`src/rtl/ddsm_pkg.sv`:
```
// ----------------------------------------------------------------------------
// ddsm_pkg
// Shared types and constants of the distinct-destination slow monitor.
// ----------------------------------------------------------------------------
package ddsm_pkg;

    localparam int unsigned ADDR_W = 32;
    localparam int unsigned TICK_W = 32;
    localparam int unsigned PADDR_W = 4;
    localparam int unsigned PDATA_W = 32;

    // Reset lengths of the two windows, in ticks
    localparam logic [TICK_W-1:0] SHORT_TICKS_RESET = 32'd180;
    localparam logic [TICK_W-1:0] LONG_TICKS_RESET  = 32'd3600;

    // Request kinds
    localparam logic REQ_REPORT = 1'b0;
    localparam logic REQ_TICK   = 1'b1;

    // Register indexes (byte address / 4)
    localparam logic [1:0] REG_LISTENER   = 2'd0;
    localparam logic [1:0] REG_SHORT_LEN  = 2'd1;
    localparam logic [1:0] REG_LONG_LEN   = 2'd2;

    // Commands from the item stage to the window timer
    typedef struct packed {
        logic tick;
        logic event_hit;
        logic any_full;
    } ddsm_win_cmd_t;

    // Window timer status back to the item stage and the table
    typedef struct packed {
        logic long_window;
        logic clear_table;
    } ddsm_win_stat_t;

endpackage

```
`src/rtl/ddsm_table.sv`:
```
// ----------------------------------------------------------------------------
// ddsm_table
// Source slot table with per-source distinct destination lists.
// ----------------------------------------------------------------------------
module ddsm_table #(
    parameter int unsigned SRC_SLOTS = 2,
    parameter int unsigned DST_SLOTS = 3
) (
    input  logic                       clk,
    input  logic                       rst_n,
    input  logic                       report_en,
    input  logic                       clear_table,
    input  logic [ddsm_pkg::ADDR_W-1:0] req_src,
    input  logic [ddsm_pkg::ADDR_W-1:0] req_dst,
    output logic                       slot_full,
    output logic                       any_full
);
    import ddsm_pkg::*;

    localparam int unsigned CNT_W = $clog2(DST_SLOTS + 1);
    localparam logic [CNT_W-1:0] CNT_FULL = CNT_W'(DST_SLOTS);

    logic [ADDR_W-1:0] src_slot_reg [SRC_SLOTS];
    logic [CNT_W-1:0]  dst_cnt_reg  [SRC_SLOTS];
    logic [ADDR_W-1:0] dst_slot_reg [SRC_SLOTS][DST_SLOTS];

    logic [SRC_SLOTS-1:0] first_hit;
    logic                 found;
    logic [CNT_W-1:0]     cnt_sel;
    logic                 dup_sel;
    logic                 add_dst;
    logic [CNT_W-1:0]     cnt_new;

    // Pick the first slot that is empty or already holds this source
    always_comb
    begin
        logic taken;
        taken     = 1'b0;
        first_hit = '0;
        for (int i = 0; i < SRC_SLOTS; i++)
        begin
            if (!taken && (src_slot_reg[i] == '0 || src_slot_reg[i] == req_src))
            begin
                first_hit[i] = 1'b1;
                taken        = 1'b1;
            end
        end
        found = taken;
    end

    // Selected count and duplicate check over the selected slot, and a full flag over all slots
    always_comb
    begin
        cnt_sel = '0;
        dup_sel = 1'b0;
        any_full = 1'b0;
        for (int i = 0; i < SRC_SLOTS; i++)
        begin
            if (first_hit[i])
            begin
                cnt_sel = cnt_sel | dst_cnt_reg[i];
            end
            if (dst_cnt_reg[i] == CNT_FULL)
            begin
                any_full = 1'b1;
            end
            for (int j = 0; j < DST_SLOTS; j++)
            begin
                if (first_hit[i] && (CNT_W'(j) < dst_cnt_reg[i])
                    && dst_slot_reg[i][j] == req_dst)
                begin
                    dup_sel = 1'b1;
                end
            end
        end
        add_dst   = (cnt_sel < CNT_FULL) && !dup_sel;
        cnt_new   = add_dst ? cnt_sel + CNT_W'(1) : cnt_sel;
        slot_full = found && (cnt_new == CNT_FULL);
    end

    always_ff @(posedge clk or negedge rst_n)
    begin
        if (!rst_n)
        begin
            for (int i = 0; i < SRC_SLOTS; i++)
            begin
                src_slot_reg[i] <= '0;
                dst_cnt_reg[i]  <= '0;
            end
        end
        else if (clear_table)
        begin
            for (int i = 0; i < SRC_SLOTS; i++)
            begin
                src_slot_reg[i] <= '0;
                dst_cnt_reg[i]  <= '0;
            end
        end
        else if (report_en)
        begin
            for (int i = 0; i < SRC_SLOTS; i++)
            begin
                if (first_hit[i])
                begin
                    src_slot_reg[i] <= req_src;
                    dst_cnt_reg[i]  <= cnt_new;
                end
            end
        end
    end

    // Destination entries carry no reset; only entries below the count are read
    always_ff @(posedge clk)
    begin
        if (report_en && !clear_table && add_dst)
        begin
            for (int i = 0; i < SRC_SLOTS; i++)
            begin
                for (int j = 0; j < DST_SLOTS; j++)
                begin
                    if (first_hit[i] && cnt_sel == CNT_W'(j))
                    begin
                        dst_slot_reg[i][j] <= req_dst;
                    end
                end
            end
        end
    end

endmodule

```
`src/rtl/ddsm_window.sv`:
```
// ----------------------------------------------------------------------------
// ddsm_window
// Short/long window state and tick countdown.
// ----------------------------------------------------------------------------
module ddsm_window (
    input  logic                       clk,
    input  logic                       rst_n,
    input  ddsm_pkg::ddsm_win_cmd_t    cmd,
    input  logic [ddsm_pkg::TICK_W-1:0] short_len,
    input  logic [ddsm_pkg::TICK_W-1:0] long_len,
    output ddsm_pkg::ddsm_win_stat_t   stat
);
    import ddsm_pkg::*;

    logic              long_window_reg;
    logic              long_window_next;
    logic [TICK_W-1:0] ticks_left_reg;
    logic [TICK_W-1:0] ticks_left_next;
    logic              expire;

    always_comb
    begin
        long_window_next = long_window_reg;
        ticks_left_next  = ticks_left_reg;
        stat.clear_table = 1'b0;
        expire           = ticks_left_reg <= TICK_W'(1);
        if (cmd.tick)
        begin
            if (!expire)
            begin
                ticks_left_next = ticks_left_reg - TICK_W'(1);
            end
            else if (long_window_reg || !cmd.any_full)
            begin
                // back to a fresh short window
                stat.clear_table = 1'b1;
                long_window_next = 1'b0;
                ticks_left_next  = short_len;
            end
            else
            begin
                long_window_next = 1'b1;
                ticks_left_next  = long_len;
            end
        end
        else if (cmd.event_hit)
        begin
            long_window_next = 1'b1;
            ticks_left_next  = long_len;
        end
        stat.long_window = long_window_reg;
    end

    always_ff @(posedge clk or negedge rst_n)
    begin
        if (!rst_n)
        begin
            long_window_reg <= 1'b0;
            ticks_left_reg  <= SHORT_TICKS_RESET;
        end
        else
        begin
            long_window_reg <= long_window_next;
            ticks_left_reg  <= ticks_left_next;
        end
    end

endmodule

```
`src/rtl/distinct_destination_slow_monitor_unit.sv`:
```
// ----------------------------------------------------------------------------
// distinct_destination_slow_monitor_unit
// Flags a source address that reaches a set number of distinct slow
// destinations inside the short observation window.
// ----------------------------------------------------------------------------
// Path: an accepted transfer is held in the input register, then its event is
//   loaded into the result register; the transfer waits in the input register
//   while the output side stalls with an earlier event not yet taken.
// Throughput: one transfer per cycle; the table update and the countdown are
//   each one pass of logic between the input register and the result register.
//   An event left waiting holds the input register and drops in_ready.
// Reset: rst_n clears the source table, counts and window state and loads the
//   short window with 180 ticks; destination entries are not cleared.
// ----------------------------------------------------------------------------
module distinct_destination_slow_monitor_unit #(
    parameter int unsigned SRC_SLOTS = 2,
    parameter int unsigned DST_SLOTS = 3
) (
    input  logic                         clk,
    input  logic                         rst_n,
    // APB configuration port
    input  logic                         psel,
    input  logic                         penable,
    input  logic                         pwrite,
    input  logic [ddsm_pkg::PADDR_W-1:0] paddr,
    input  logic [ddsm_pkg::PDATA_W-1:0] pwdata,
    output logic [ddsm_pkg::PDATA_W-1:0] prdata,
    output logic                         pready,
    // request channel
    input  logic                         in_valid,
    output logic                         in_ready,
    input  logic                         req_type,
    input  logic [ddsm_pkg::ADDR_W-1:0]  req_src,
    input  logic [ddsm_pkg::ADDR_W-1:0]  req_dst,
    // event channel
    output logic                         out_valid,
    input  logic                         out_ready,
    output logic [ddsm_pkg::ADDR_W-1:0]  event_source
);
    import ddsm_pkg::*;

    // ------------------------------------------------------------------
    // Configuration registers
    // ------------------------------------------------------------------
    logic              listener_reg;
    logic [TICK_W-1:0] short_len_reg;
    logic [TICK_W-1:0] long_len_reg;
    logic              cfg_wr;
    logic [1:0]        cfg_idx;

    assign pready  = 1'b1;
    assign cfg_idx = paddr[3:2];
    assign cfg_wr  = psel && penable && pwrite;

    always_ff @(posedge clk or negedge rst_n)
    begin
        if (!rst_n)
        begin
            listener_reg  <= 1'b0;
            short_len_reg <= SHORT_TICKS_RESET;
            long_len_reg  <= LONG_TICKS_RESET;
        end
        else if (cfg_wr)
        begin
            unique case (cfg_idx)
                REG_LISTENER:  listener_reg  <= pwdata[0];
                REG_SHORT_LEN: short_len_reg <= pwdata;
                REG_LONG_LEN:  long_len_reg  <= pwdata;
                default:       ;
            endcase
        end
    end

    // Read back the addressed register; unused addresses read zero
    always_comb
    begin
        unique case (cfg_idx)
            REG_LISTENER:  prdata = {{(PDATA_W-1){1'b0}}, listener_reg};
            REG_SHORT_LEN: prdata = short_len_reg;
            REG_LONG_LEN:  prdata = long_len_reg;
            default:       prdata = '0;
        endcase
    end

    // ------------------------------------------------------------------
    // Input register: hold one transfer until the item stage runs it
    // ------------------------------------------------------------------
    logic              s1_valid_reg;
    logic              s1_type_reg;
    logic [ADDR_W-1:0] s1_src_reg;
    logic [ADDR_W-1:0] s1_dst_reg;
    logic              s1_fire;

    // The item stage runs whenever the result register is free or draining
    assign s1_fire  = s1_valid_reg && (!out_valid || out_ready);
    assign in_ready = !s1_valid_reg || s1_fire;

    always_ff @(posedge clk or negedge rst_n)
    begin
        if (!rst_n)
        begin
            s1_valid_reg <= 1'b0;
        end
        else if (in_ready)
        begin
            s1_valid_reg <= in_valid;
        end
    end

    always_ff @(posedge clk)
    begin
        if (in_valid && in_ready)
        begin
            s1_type_reg <= req_type;
            s1_src_reg  <= req_src;
            s1_dst_reg  <= req_dst;
        end
    end

    // ------------------------------------------------------------------
    // Item stage: table lookup and window control
    // ------------------------------------------------------------------
    ddsm_win_cmd_t  win_cmd;
    ddsm_win_stat_t win_stat;
    logic           report_en;
    logic           slot_full;
    logic           any_full;

    // Drop reports in the long window or with no listener registered
    assign report_en = s1_fire && (s1_type_reg == REQ_REPORT)
                       && !win_stat.long_window && listener_reg;

    assign win_cmd.tick      = s1_fire && (s1_type_reg == REQ_TICK);
    assign win_cmd.event_hit = report_en && slot_full;
    assign win_cmd.any_full  = any_full;

    ddsm_table #(
        .SRC_SLOTS (SRC_SLOTS),
        .DST_SLOTS (DST_SLOTS)
    ) u_table (
        .clk         (clk),
        .rst_n       (rst_n),
        .report_en   (report_en),
        .clear_table (win_stat.clear_table),
        .req_src     (s1_src_reg),
        .req_dst     (s1_dst_reg),
        .slot_full   (slot_full),
        .any_full    (any_full)
    );

    ddsm_window u_window (
        .clk       (clk),
        .rst_n     (rst_n),
        .cmd       (win_cmd),
        .short_len (short_len_reg),
        .long_len  (long_len_reg),
        .stat      (win_stat)
    );

    // ------------------------------------------------------------------
    // Result register: hold the event until the transfer completes
    // ------------------------------------------------------------------
    logic              out_valid_reg;
    logic              out_valid_next;
    logic [ADDR_W-1:0] event_src_reg;

    always_comb
    begin
        out_valid_next = out_valid_reg;
        if (out_valid_reg && out_ready)
        begin
            out_valid_next = 1'b0;
        end
        if (win_cmd.event_hit)
        begin
            out_valid_next = 1'b1;
        end
    end

    always_ff @(posedge clk or negedge rst_n)
    begin
        if (!rst_n)
        begin
            out_valid_reg <= 1'b0;
        end
        else
        begin
            out_valid_reg <= out_valid_next;
        end
    end

    // The matched or newly claimed slot always holds the report's source
    always_ff @(posedge clk)
    begin
        if (win_cmd.event_hit)
        begin
            event_src_reg <= s1_src_reg;
        end
    end

    assign out_valid    = out_valid_reg;
    assign event_source = event_src_reg;

endmodule

```
`config.mk`:
```
export PLATFORM = sky130hd
export DESIGN_NAME = distinct_destination_slow_monitor_unit
export DESIGN_NICKNAME = d
export VERILOG_FILES = /design/src/rtl/ddsm_pkg.sv /design/src/rtl/ddsm_table.sv /design/src/rtl/ddsm_window.sv /design/src/rtl/distinct_destination_slow_monitor_unit.sv
export SDC_FILE = /design/constraint.sdc
export NUM_CORES = 1
export LEC_CHECK = 0
export ABC_AREA = 1
export CAP_MARGIN = 20
export CORE_ASPECT_RATIO = 0.7
export CORE_MARGIN = 3
export CORE_UTILIZATION = 40
export DETAILED_ROUTE_END_ITERATION = 6
export DONT_BUFFER_PORTS = 1
export PLACE_DENSITY_LB_ADDON = 0.25
export SLEW_MARGIN = 5
export SYNTH_ARGS = -nofsm -noshare
export SYNTH_HDL_FRONTEND = slang
export SYNTH_SLANG_ARGS = --single-unit
```
`constraint.sdc`:
```
create_clock -name clk -period 4.1 [get_ports clk]
set_input_delay 0 -clock clk [delete_from_list [all_inputs] [get_ports clk]]
set_output_delay 0 -clock clk [all_outputs]
set_load 0.1 [all_outputs]
```
# Yosys cells after proc, flatten, opt, wreduce, memory -nomap -nowiden
# Memory sizes are Yosys's and may differ from the RTL's.
# Index checks and enable logic that the tools add are counted.
dict set report totals {
  in_bits 108
  mem_bits_rw 192
  n_memories 1
  ff_bits 265
  elab_cells 162
  out_inout_bits 67
}
# name depth width rd rd_clocked_by_memory_dff write_ports line
set memory_table {}
lappend memory_table {u_table.dst_slot_reg 2 96 2 0 1 ddsm_table.sv:25} ;# logic [ADDR_W-1:0] dst_slot_reg [SRC_SLOTS][DST_SLOTS];
dict set report classes {
  mux 57
  n_addsub 2
  bitwise 2
  n_reduce_logical 61
  magnitude_cmp 8
  eq_ne 16
}
# operator n
set ops {}
lappend ops {{$eq 32x32->1} 8}
lappend ops {{$mux 32} 6}
lappend ops {{$mux 64} 2}
lappend ops {{$mux 96} 1}
lappend ops {{$pmux 32 s3} 1}
lappend ops {{$reduce_or 96->1} 1}
lappend ops {{$logic_not 32->1} 2}
lappend ops {{$mux 1} 39}
lappend ops {{$logic_and 1x1->1} 33}
lappend ops {{$le 32x1->1 const B} 1}
lappend ops {{$sub 32x1->32 const B} 1}
lappend ops {{$reduce_and 2->1} 6}
lappend ops {{$eq 2x2->1 const B} 5}
lappend ops {{$mux 2} 5}
lappend ops {{$reduce_bool 2->1} 5}
lappend ops {{$lt 1x2->1 const A} 4}
lappend ops {{$mux 4} 2}
lappend ops {{$logic_not 1->1} 7}
lappend ops {{$logic_or 1x1->1} 5}
lappend ops {{$eq 2x1->1 const B} 2}
lappend ops {{$logic_not 2->1} 2}
lappend ops {{$lt 2x2->1 const A} 2}
lappend ops {{$mux 3} 1}
lappend ops {{$add 2x1->2 const B} 1}
lappend ops {{4 further kinds} 4}

# Depth between registers and ports, before layout
# Gate-level depths: netlist (run 1).
dict set report depth {
  word_depth 19
  ltp_mapped 26
  ltp_nobuf 25
}

# Modules after synthesis
# Synthesis (run 1) repeated with hierarchy kept, for this count alone.
dict set report hier_totals {
  cells_unflattened 2397
  area_unflattened_um2 22278.9
}
# module n_inst cells_per_inst seq_area_each_um2 area_per_inst_um2
set by_module_without_submodules {}
lappend by_module_without_submodules {ddsm_table 1 1311 7467.2 12713.4}
lappend by_module_without_submodules {distinct_destination_slow_monitor_unit 1 508 4599.4 6272.3}
lappend by_module_without_submodules {ddsm_window 1 578 830.8 3293.2}

# Worst setup path before layout (run 1)
# No wires, ideal clock.
dict set report synth_timing {
  kind {register to register}
  from {register s1_src_reg[0]}
  to {memory u_table.dst_slot_reg[0][0] in the netlist's numbering (enable)}
  setup_ns 0.421
  t_arrival_ns 3.427
  period_less_slack_ns 3.848
  path_buffers 0
  path_stages_with_launch 23
  slack_ns 0.252
  required_time_ns 3.679
  cell_sequence {edfxtp_1 > inv_1 > nand2_1 > nand2_1 > inv_1 > nor2_1 > nand2_1 > nor2_1 > nand2_1 > nor2_4 > nor2_4 > nand2_2 > nor2_4 > inv_1 > nand2_1 > ha_1 > inv_1 > nand2_1 > nor2_4 > nand3_2 > nor2_1 > nand2_1 > nor2_1}
}
dict set report synth_between {
  elab_chain_cells 18
  elab_cells_between_ends 55
  cone_classes {order compare: 1; eq/ne: 4; mux: 24; bitwise: 1; reduce/logical: 25}
}
# item line
set synth_lines {}
lappend synth_lines {{from (decl)} distinct_destination_slow_monitor_unit.sv:90} ;# logic [ADDR_W-1:0] s1_src_reg;
lappend synth_lines {{from (signal assigned)} distinct_destination_slow_monitor_unit.sv:115} ;# s1_src_reg <= req_src;
lappend synth_lines {{$eq 32x32->1} ddsm_table.sv:42} ;# if (!taken && (src_slot_reg[i] == '0 || src_slot_reg[i] == req_src))
lappend synth_lines {{$logic_or 1x1->1} ddsm_table.sv:42}
lappend synth_lines {{$mux 1} ddsm_table.sv:42}
lappend synth_lines {{$logic_and 1x1->1 or $logic_not 1->1 (tied branches)} {ddsm_table.sv:69, ddsm_table.sv:42}}
lappend synth_lines {{$logic_and 1x1->1, on equally long branches} {ddsm_table.sv:70, ddsm_table.sv:42}}
lappend synth_lines {{$mux 1, on equally long branches} {ddsm_table.sv:69, ddsm_table.sv:42}}
lappend synth_lines {{$mux 1 or $logic_and 1x1->1 (tied branches)} ddsm_table.sv:69} ;# if (first_hit[i] && (CNT_W'(j) < dst_cnt_reg[i])
lappend synth_lines {{$mux 1 or $logic_and 1x1->1 (tied branches)} {ddsm_table.sv:69, ddsm_table.sv:70}}
lappend synth_lines {{$mux 1 (3 in series)} ddsm_table.sv:69}
lappend synth_lines {{$logic_not 1->1} ddsm_table.sv:76} ;# add_dst = (cnt_sel < CNT_FULL) && !dup_sel;
lappend synth_lines {{$logic_and 1x1->1} ddsm_table.sv:76}
lappend synth_lines {{$logic_and 1x1->1} ddsm_table.sv:115} ;# if (report_en && !clear_table && add_dst)
lappend synth_lines {{$mux 1} ddsm_table.sv:115}
lappend synth_lines {{$mux 1 (not written as such)} ddsm_table.sv:123} ;# dst_slot_reg[i][j] <= req_dst;
lappend synth_lines {{$reduce_or 96->1 (no line)} -}
lappend synth_lines {{$mux 1 (no line) or $mux 3 (tied branches)} -}
lappend synth_lines {{to (decl)} ddsm_table.sv:25}
# Several ways; a longest one is shown, not always the timed one.

# Worst setup path in the final report (run 1)
dict set report layout_timing {
  from {register s1_src_reg[27]}
  to {memory u_table.dst_slot_reg[1][47] in the netlist's numbering (enable)}
}
# The elaborated chain is that of the path after synthesis.

==> impl_results.md, run 1 <==
- Total power: 0.01177 W
- Post-DP HPWL: 36870 µm
- Most area-consuming cells after synthesis: edfxtp_1 (40%), dfrtp_1 (18%), nand2_1 (11%)
- Worst min-delay path class: input pin to flip-flop
- Fill cells: 4752
- Clk slew on worst S/H paths: 70 ps
- Post-synthesis async set-or-reset flop share: between 30% and 40%
- CTS tree: done
- Slew headroom: 21.92%
- Leak pwr: 10.89 nW
- Initial DRC count: 1425
- Antenna Nets Post-Route: 0
- Max clock buf depth: 3
- RSZ-0062 raised after global routing: true
- Wire length of the first global-routing pass: 89400 µm
- Slew at the pin closest to its max-slew limit: approximately 1200 ps
- Fin nets: approximately 2.6k
- Multi-input logic area: 7622 µm²
- Io pins: about 180
- Max stage delay on crit path: 560 ps
- Pre-CTS setup slack: 347.2 ps
- H-tree levels: 2
- GRT overflow: 0
- Top-area cell type share of the netlist area: 39.84%
- Initial Util: about two fifths
- Wire length per cell: between 15 and 20 µm
- Final Hold Viols: 0
- Critical Path Slowest Stage Cell: nor2_4
- Setup TNS: 0 ps
- Cell count after synthesis: 2298
- Post-CTS setup buffer count: 0
- Design area: 26140 µm²
- Syn_area_per_cell: 9.479 µm²
- Vias in the first global route: between 15k and 20k
- Max Slew Vio Count: 0
- YS warnings: 0
- Largest register FFs: 192
- Crit Path Max Fanout: 17
- Final wirelength: ~57000 µm
- Commonest cells in the netlist: nand2_1 (621), edfxtp_1 (289), inv_1 (283)
- Syn Nets: 2412
- Setup Skew: roughly 38 ps
- Global placement routability congestion: slightly below 0.9
- Die Wd: 284.9 µm
- Cell Chain, Critical Path: nand2_1, nand2_1, nor2_1, nand2_1, nor2_1, nand2_1, nor2_4, nor2_4, nand2_2, nor2_4, inv_1, nand2_1, ha_1, inv_1, nand2_1, nor2_4, nand3_2, nor2_1, nand2_1, nor2_4, buf_16
- Hold WS: 25.97 ps
- Total GRT Usage: slightly below 20%
- Worst setup margin: ~400 ps
- DP Area: 22770 µm²
- Crit end category: flip-flop
- Yosys cell types: 43
- Vias per std cell: 5.064
- Mapped cell area: 21780 µm²
- Post-synthesis register bit count: 457
- Buffers on Ports: 0
- WP buf/inv: 3
- Primary FF master, synth: edfxtp_1
- Family with the most delay on the worst path: simple AND/OR/NAND/NOR gates
- P&R area growth vs syn: 20.00%
- Total number of vias: ~16k
- Antenna violations before repair: 3
- Core Region: 52990 µm²
- Clock sinks: about 460
- Final Cycle Share: 90.27%
- CP Class: flip-flop to flip-flop
- Worst-skew pair later-pin latency: 620 ps
- PwrDens: roughly 450 nW/µm²
- Die height: 201.2 µm
- DRC: 0
- Max-Cap Viols: 0
- Register area: approximately 13000 µm²
- Yosys top cell by area: edfxtp_1
- Status: finished, final reports clean
- Crit path arrival time: 3990 ps
- Number of synthesized flops with an enable pin: 289
- Crit-path most repeated cell: nand2_1
- Final setup fails: 0
- CTS buffer count: between 40 and 50
- Max IR drop VDD: about 0.00028 V
- Startpoint Class: flip-flop
- Peak Freq: about 0.27 GHz
- Post-synthesis sequential area ratio: 59.21%
- Drt first pass iters: 5
- Row count: 70
- Share of cells above drive strength 1: 8.394%
- Largest net degree at the start of global routing: 169
- DIE AREA: between 50000 and 60000 µm²
- Root Buffer: clkbuf_16
- Top-count cell post-synth: nand2_1
- Critical Path RT: roughly 4400 ps
- Crit path time final: around 3700 ps
-- area by class of cell --
type	count	area share, %
sequential	457	49.34
multi-input combinational	1457	29.16
timing repair buffer	196	7.410
clock buffer	59	4.748
inverter	294	4.227
tap	720	3.446
clock inverter	27	1.647
antenna	2	0.01915
-- path summary, 6_finish.rpt --
kind	from	end	slack (ps)	cells past startpoint
max	s1_src_reg[27]	u_table.dst_slot_reg[1][47]	400	21
min	req_src[13]	s1_src_reg[13]	30	1
max reg2reg	s1_src_reg[27]	u_table.dst_slot_reg[1][47]	400	21
min reg2reg	u_window.ticks_left_reg[5]	u_window.ticks_left_reg[5]	510	2
max in group asynchronous	rst_n	u_table.src_slot_reg[51]	3270	2
min in group asynchronous	rst_n	s1_valid_reg	50	2
-- cell usage in the layout, fill, tap and decap left out, types with 3 or more instances in the layout --
cell type	count
xnor2_1	107
o22ai_2	31
nor2_1	164
clkbuf_16	47
inv_2	8
clkbuf_1	10
nand2_1	618
ha_1	6
nand3_1	73
o221ai_1	4
nand4_1	36
nor2_4	12
inv_1	282
xor2_1	70
edfxtp_1	289
dfstp_2	12
clkinv_1	9
nand2_2	14
dfrtp_1	156
nor4_1	10
o21ai_0	177
a31oi_1	6
o211ai_1	4
dlygate4sd3_1	157
a21oi_1	11
buf_16	3
o22ai_1	58
nor2_2	5
nor3_2	4
nand3_2	4
o21ai_1	8
bufinv_16	9
or2_2	5
clkinv_2	5
nor3_1	17
buf_4	35
-- kinds of logic (layout without fill, tap and decap cells) --
logic type      after synthesis  after routing  share of synthesized area, %
buf+inv                     386            576                         7.140
simple gates                966            968                         18.41
compound gates              305            305                         7.760
fa+ha+maj                     6              6                        0.3446
other cells                   1              3                       0.01722
flops                       457            457                         59.21
xor+xnor                    177            177                         7.117
-- power breakdown --
group	internal, W	total, W	switching [W]
registers	0.00522	0.00549	0.000277
clock network	0.00274	0.00465	0.00191
logic	0.000533	0.00163	0.00109
-- through the flow --
stage               std cells  util (%)
CTS                      3205     49.15
global placement         2961     42.97
detailed placement       2961     42.97
global route             3211     49.32
floorplan                2298         -
finish                   3212     49.33
-- metal layers --
| layer | up-vias | routed length, µm | share of wire [%] | global-route usage, % |
|---|---|---|---|---|
| li1 | 7818 | - | - | - |
| met1 | 7919 | 27560 | 49 | 29.12 |
| met2 | 463 | 25010 | 44 | 29.54 |
| met3 | 62 | 3186 | 5.6 | 3.228 |
| met4 | 2 | 902 | 1.6 | 4.785 |
| met5 | - | 7 | 0.012 | 0 |
-- what timing repair did --
item	CTS	global route
endpoints found under the hold margin	300	0
hold buffers	158	0
resized for setup	0	1
setup endpoints to repair	0	62
-- worst reg2reg max path: cells and delay by family (launching register included) --
| family | cells | cell delay [ps] |
|---|---|---|
| buf+inv | 3 | 340 |
| fa+ha+maj | 1 | 200 |
| simple gates | 17 | 2360 |
| flops | 1 | 480 |
No activity file was read; power rests on OpenSTA's default activity.
==> run 2: changes to the inputs <==
--- a/config.mk
+++ b/config.mk
@@ -6,12 +6,12 @@
 export NUM_CORES = 1
 export LEC_CHECK = 0
 export ABC_AREA = 1
+export BUFFER_PORTS_ARGS = -buffer_cell sky130_fd_sc_hd__buf_2
 export CAP_MARGIN = 20
 export CORE_ASPECT_RATIO = 0.7
 export CORE_MARGIN = 3
-export CORE_UTILIZATION = 40
+export CORE_UTILIZATION = 54
 export DETAILED_ROUTE_END_ITERATION = 6
-export DONT_BUFFER_PORTS = 1
 export PLACE_DENSITY_LB_ADDON = 0.25
 export SLEW_MARGIN = 5
 export SYNTH_ARGS = -nofsm -noshare
==> impl_results.md, run 2 (synthesis gave the netlist of run 1 again) <==
- Status: finished, final reports clean
- Final Cycle Share: 84.60% (-5.7 points)
- Crit path arrival time: 3860 ps (-130 ps)
- Cell Chain, Critical Path: inv_1, ha_1, nand2_1, nor2_2, nand2_2, nor3_2, inv_1, nand2_2, nand4_1, nand2_2, o22ai_1
- Leak pwr: 11.12 nW (+2.1%)
- Most frequent cells in the layout: nand2_1 (620), edfxtp_1 (289), inv_1 (282)
- Slew headroom: 41.00% (+19 points)
- Root Buffer: clkbuf_16
- Final wirelength: 53960 µm (-4.8%)
- Hold WS: 114.3 ps (+88.36 ps)
- CTS buffer count: 43 (-8.5%)
- Share of cells above drive strength 1: 12.36% (+4.0 points)
- Initial Util: 55.69% (+15 points)
- Crit end category: flip-flop
- # hold bufs at CTS: 104 (-34%)
- PwrDens: 433.5 nW/µm² (-3.8%)
- Max clock buf depth: 3 (unchanged)
- Die Wd: 246.1 µm (-14%)
- Final setup fails: 0 (unchanged)
- Setup TNS: 0 ps (unchanged)
- Vias in the first global route: 16.19k (+1.5%)
- Worst-skew pair later-pin latency: 560 ps (-60 ps)
- P&R area growth vs syn: 17.34%
- Register area: 12900 µm² (unchanged)
- Max-Cap Viols: 0 (unchanged)
- Critical Path Slowest Stage Cell: nand2_2
- GRT overflow: 0 (unchanged)
- Vias per std cell: 5.407 (+6.8%)
- Post-CTS setup buffer count: 0 (unchanged)
- Crit Path Max Fanout: 24 (+7)
- Global placement routability congestion: 0.9163 (+5.7%)
- Wire length of the first global-routing pass: 86110 µm (-3.7%)
- Antenna Nets Post-Route: 0 (unchanged)
- Max IR drop VDD: 0.0003368 V (+21%)
- Io pins: 175 (unchanged)
- Multi-input logic area: 7380 µm² (-3.2%)
- Family with the most delay on the worst path: simple AND/OR/NAND/NOR gates
- WP buf/inv: 2 (-1)
- Most common cell after layout, fill and taps aside: nand2_1
- Core Region: 39110 µm² (-26%)
- Slew at the pin closest to its max-slew limit: 885.0 ps (-288.9 ps)
- H-tree levels: 2 (unchanged)
- Clock sinks: 457 (unchanged)
- Fin nets: 2667 (+3.9%)
- DRC: 0 (unchanged)
- Wire length per cell: 17.32 µm (-1.8%)
- Crit path time final: 3468 ps (-232.7 ps)
- Post-DP HPWL: 36210 µm (-1.8%)
- Max Slew Vio Count: 0 (unchanged)
- Die height: 174.0 µm (-14%)
- Largest register FFs: 192 (unchanged)
- Crit-path most repeated cell: nand2_2
- Buffers on Ports: 171 (+171)
- Peak Freq: 0.2883 GHz (+6.7%)
- DP Area: 23130 µm² (+1.6%)
- DIE AREA: 42820 µm² (-25%)
- RSZ-0062 raised after global routing: false
- Startpoint Class: flip-flop
- Initial DRC count: 1594 (+12%)
- Row count: 60 (-14%)
- CTS tree: done
- Final Hold Viols: 0 (unchanged)
- Total GRT Usage: 25.16% (+5.7 points)
- Setup Skew: 19.58 ps (-17.95 ps)
- Post-CTS sizing: 0 (unchanged)
- Fill cells: 2996 (-37%)
- Largest net degree at the start of global routing: 94 (-44%)
- Clk slew on worst S/H paths: 60 ps (about the same)
- Drt first pass iters: 5 (unchanged)
- Antenna violations before repair: 0 (-3)
- Total number of vias: 16.85k (+3.6%)
- Critical Path RT: 4490 ps (+100 ps)
- Worst min-delay path class: input pin to async pin
- Design area: 25560 µm² (-2.2%)
- CP Class: flip-flop to flip-flop
- Max stage delay on crit path: 740 ps (+180 ps)
==> run 2: worst paths after layout <==
check                                              to  cells past startpoint  slack, ps                  startpoint
max                          u_table.src_slot_reg[18]                     11        630  u_window.ticks_left_reg[0]
min                                 short_len_reg[27]                      2        110                       rst_n
max reg2reg                  u_table.src_slot_reg[18]                     11        630  u_window.ticks_left_reg[0]
min reg2reg                u_window.ticks_left_reg[7]                      2        510  u_window.ticks_left_reg[7]
max in group asynchronous  u_window.ticks_left_reg[5]                      3       3000                       rst_n
min in group clk                       s1_dst_reg[28]                      2        150                 req_dst[28]
==> run 2: cell type report <==
cell class              instances  share of cell area (%)
diodes                          1                0.009790
clock buffers                  62                   4.650
clock inverters                18                  0.7735
inverters                     294                   4.318
multi-input cells            1455                   28.87
flip-flops and latches        457                   50.46
well taps                     527                   2.580
repair buffers                302                   8.337
==> run 2: per-stage QoR <==
stage | utilization (%) | cells | total power (W) | worst slack (ps)
after floorplan | - | 2298 | 0.006644 | 252.1
after global placement | 59.09 | 2930 | 0.007012 | 764.1
after detailed placement | 59.14 | 2931 | 0.007063 | 672.7
after CTS | 65.34 | 3115 | 0.01114 | 661.6
after global routing | 65.34 | 3115 | 0.01155 | 311.0
final | 65.35 | 3116 | 0.01108 | 631.6
==> run 2: worst reg2reg max path: cells and delay by family, from the launching register on <==
family / cells / cell delay, ps
and+or+nand+nor: 7 / 2220
adders and majority gates: 1 / 220
DFF: 1 / 410
AOI/OAI and AO/OA: 1 / 180
buffers and inverters: 2 / 280
==> run 2: where the power goes <==
group | internal, W | switching [W] | leakage [nW]
logic | 0.000509 | 0.00106 | 5.89
clock network | 0.00228 | 0.00173 | 0.676
registers | 0.00522 | 0.000290 | 4.55
total | 0.00800 | 0.00308 | 11.1
==> run 2: layer usage <==
metal	wire, µm	vias to the layer above	GRT usage (%)
met1	25450	8056	38.53
met2	22500	684	36.18
met3	4691	100	5.551
li1	-	8007	-
met5	0	-	0
met4	1313	0	6.711
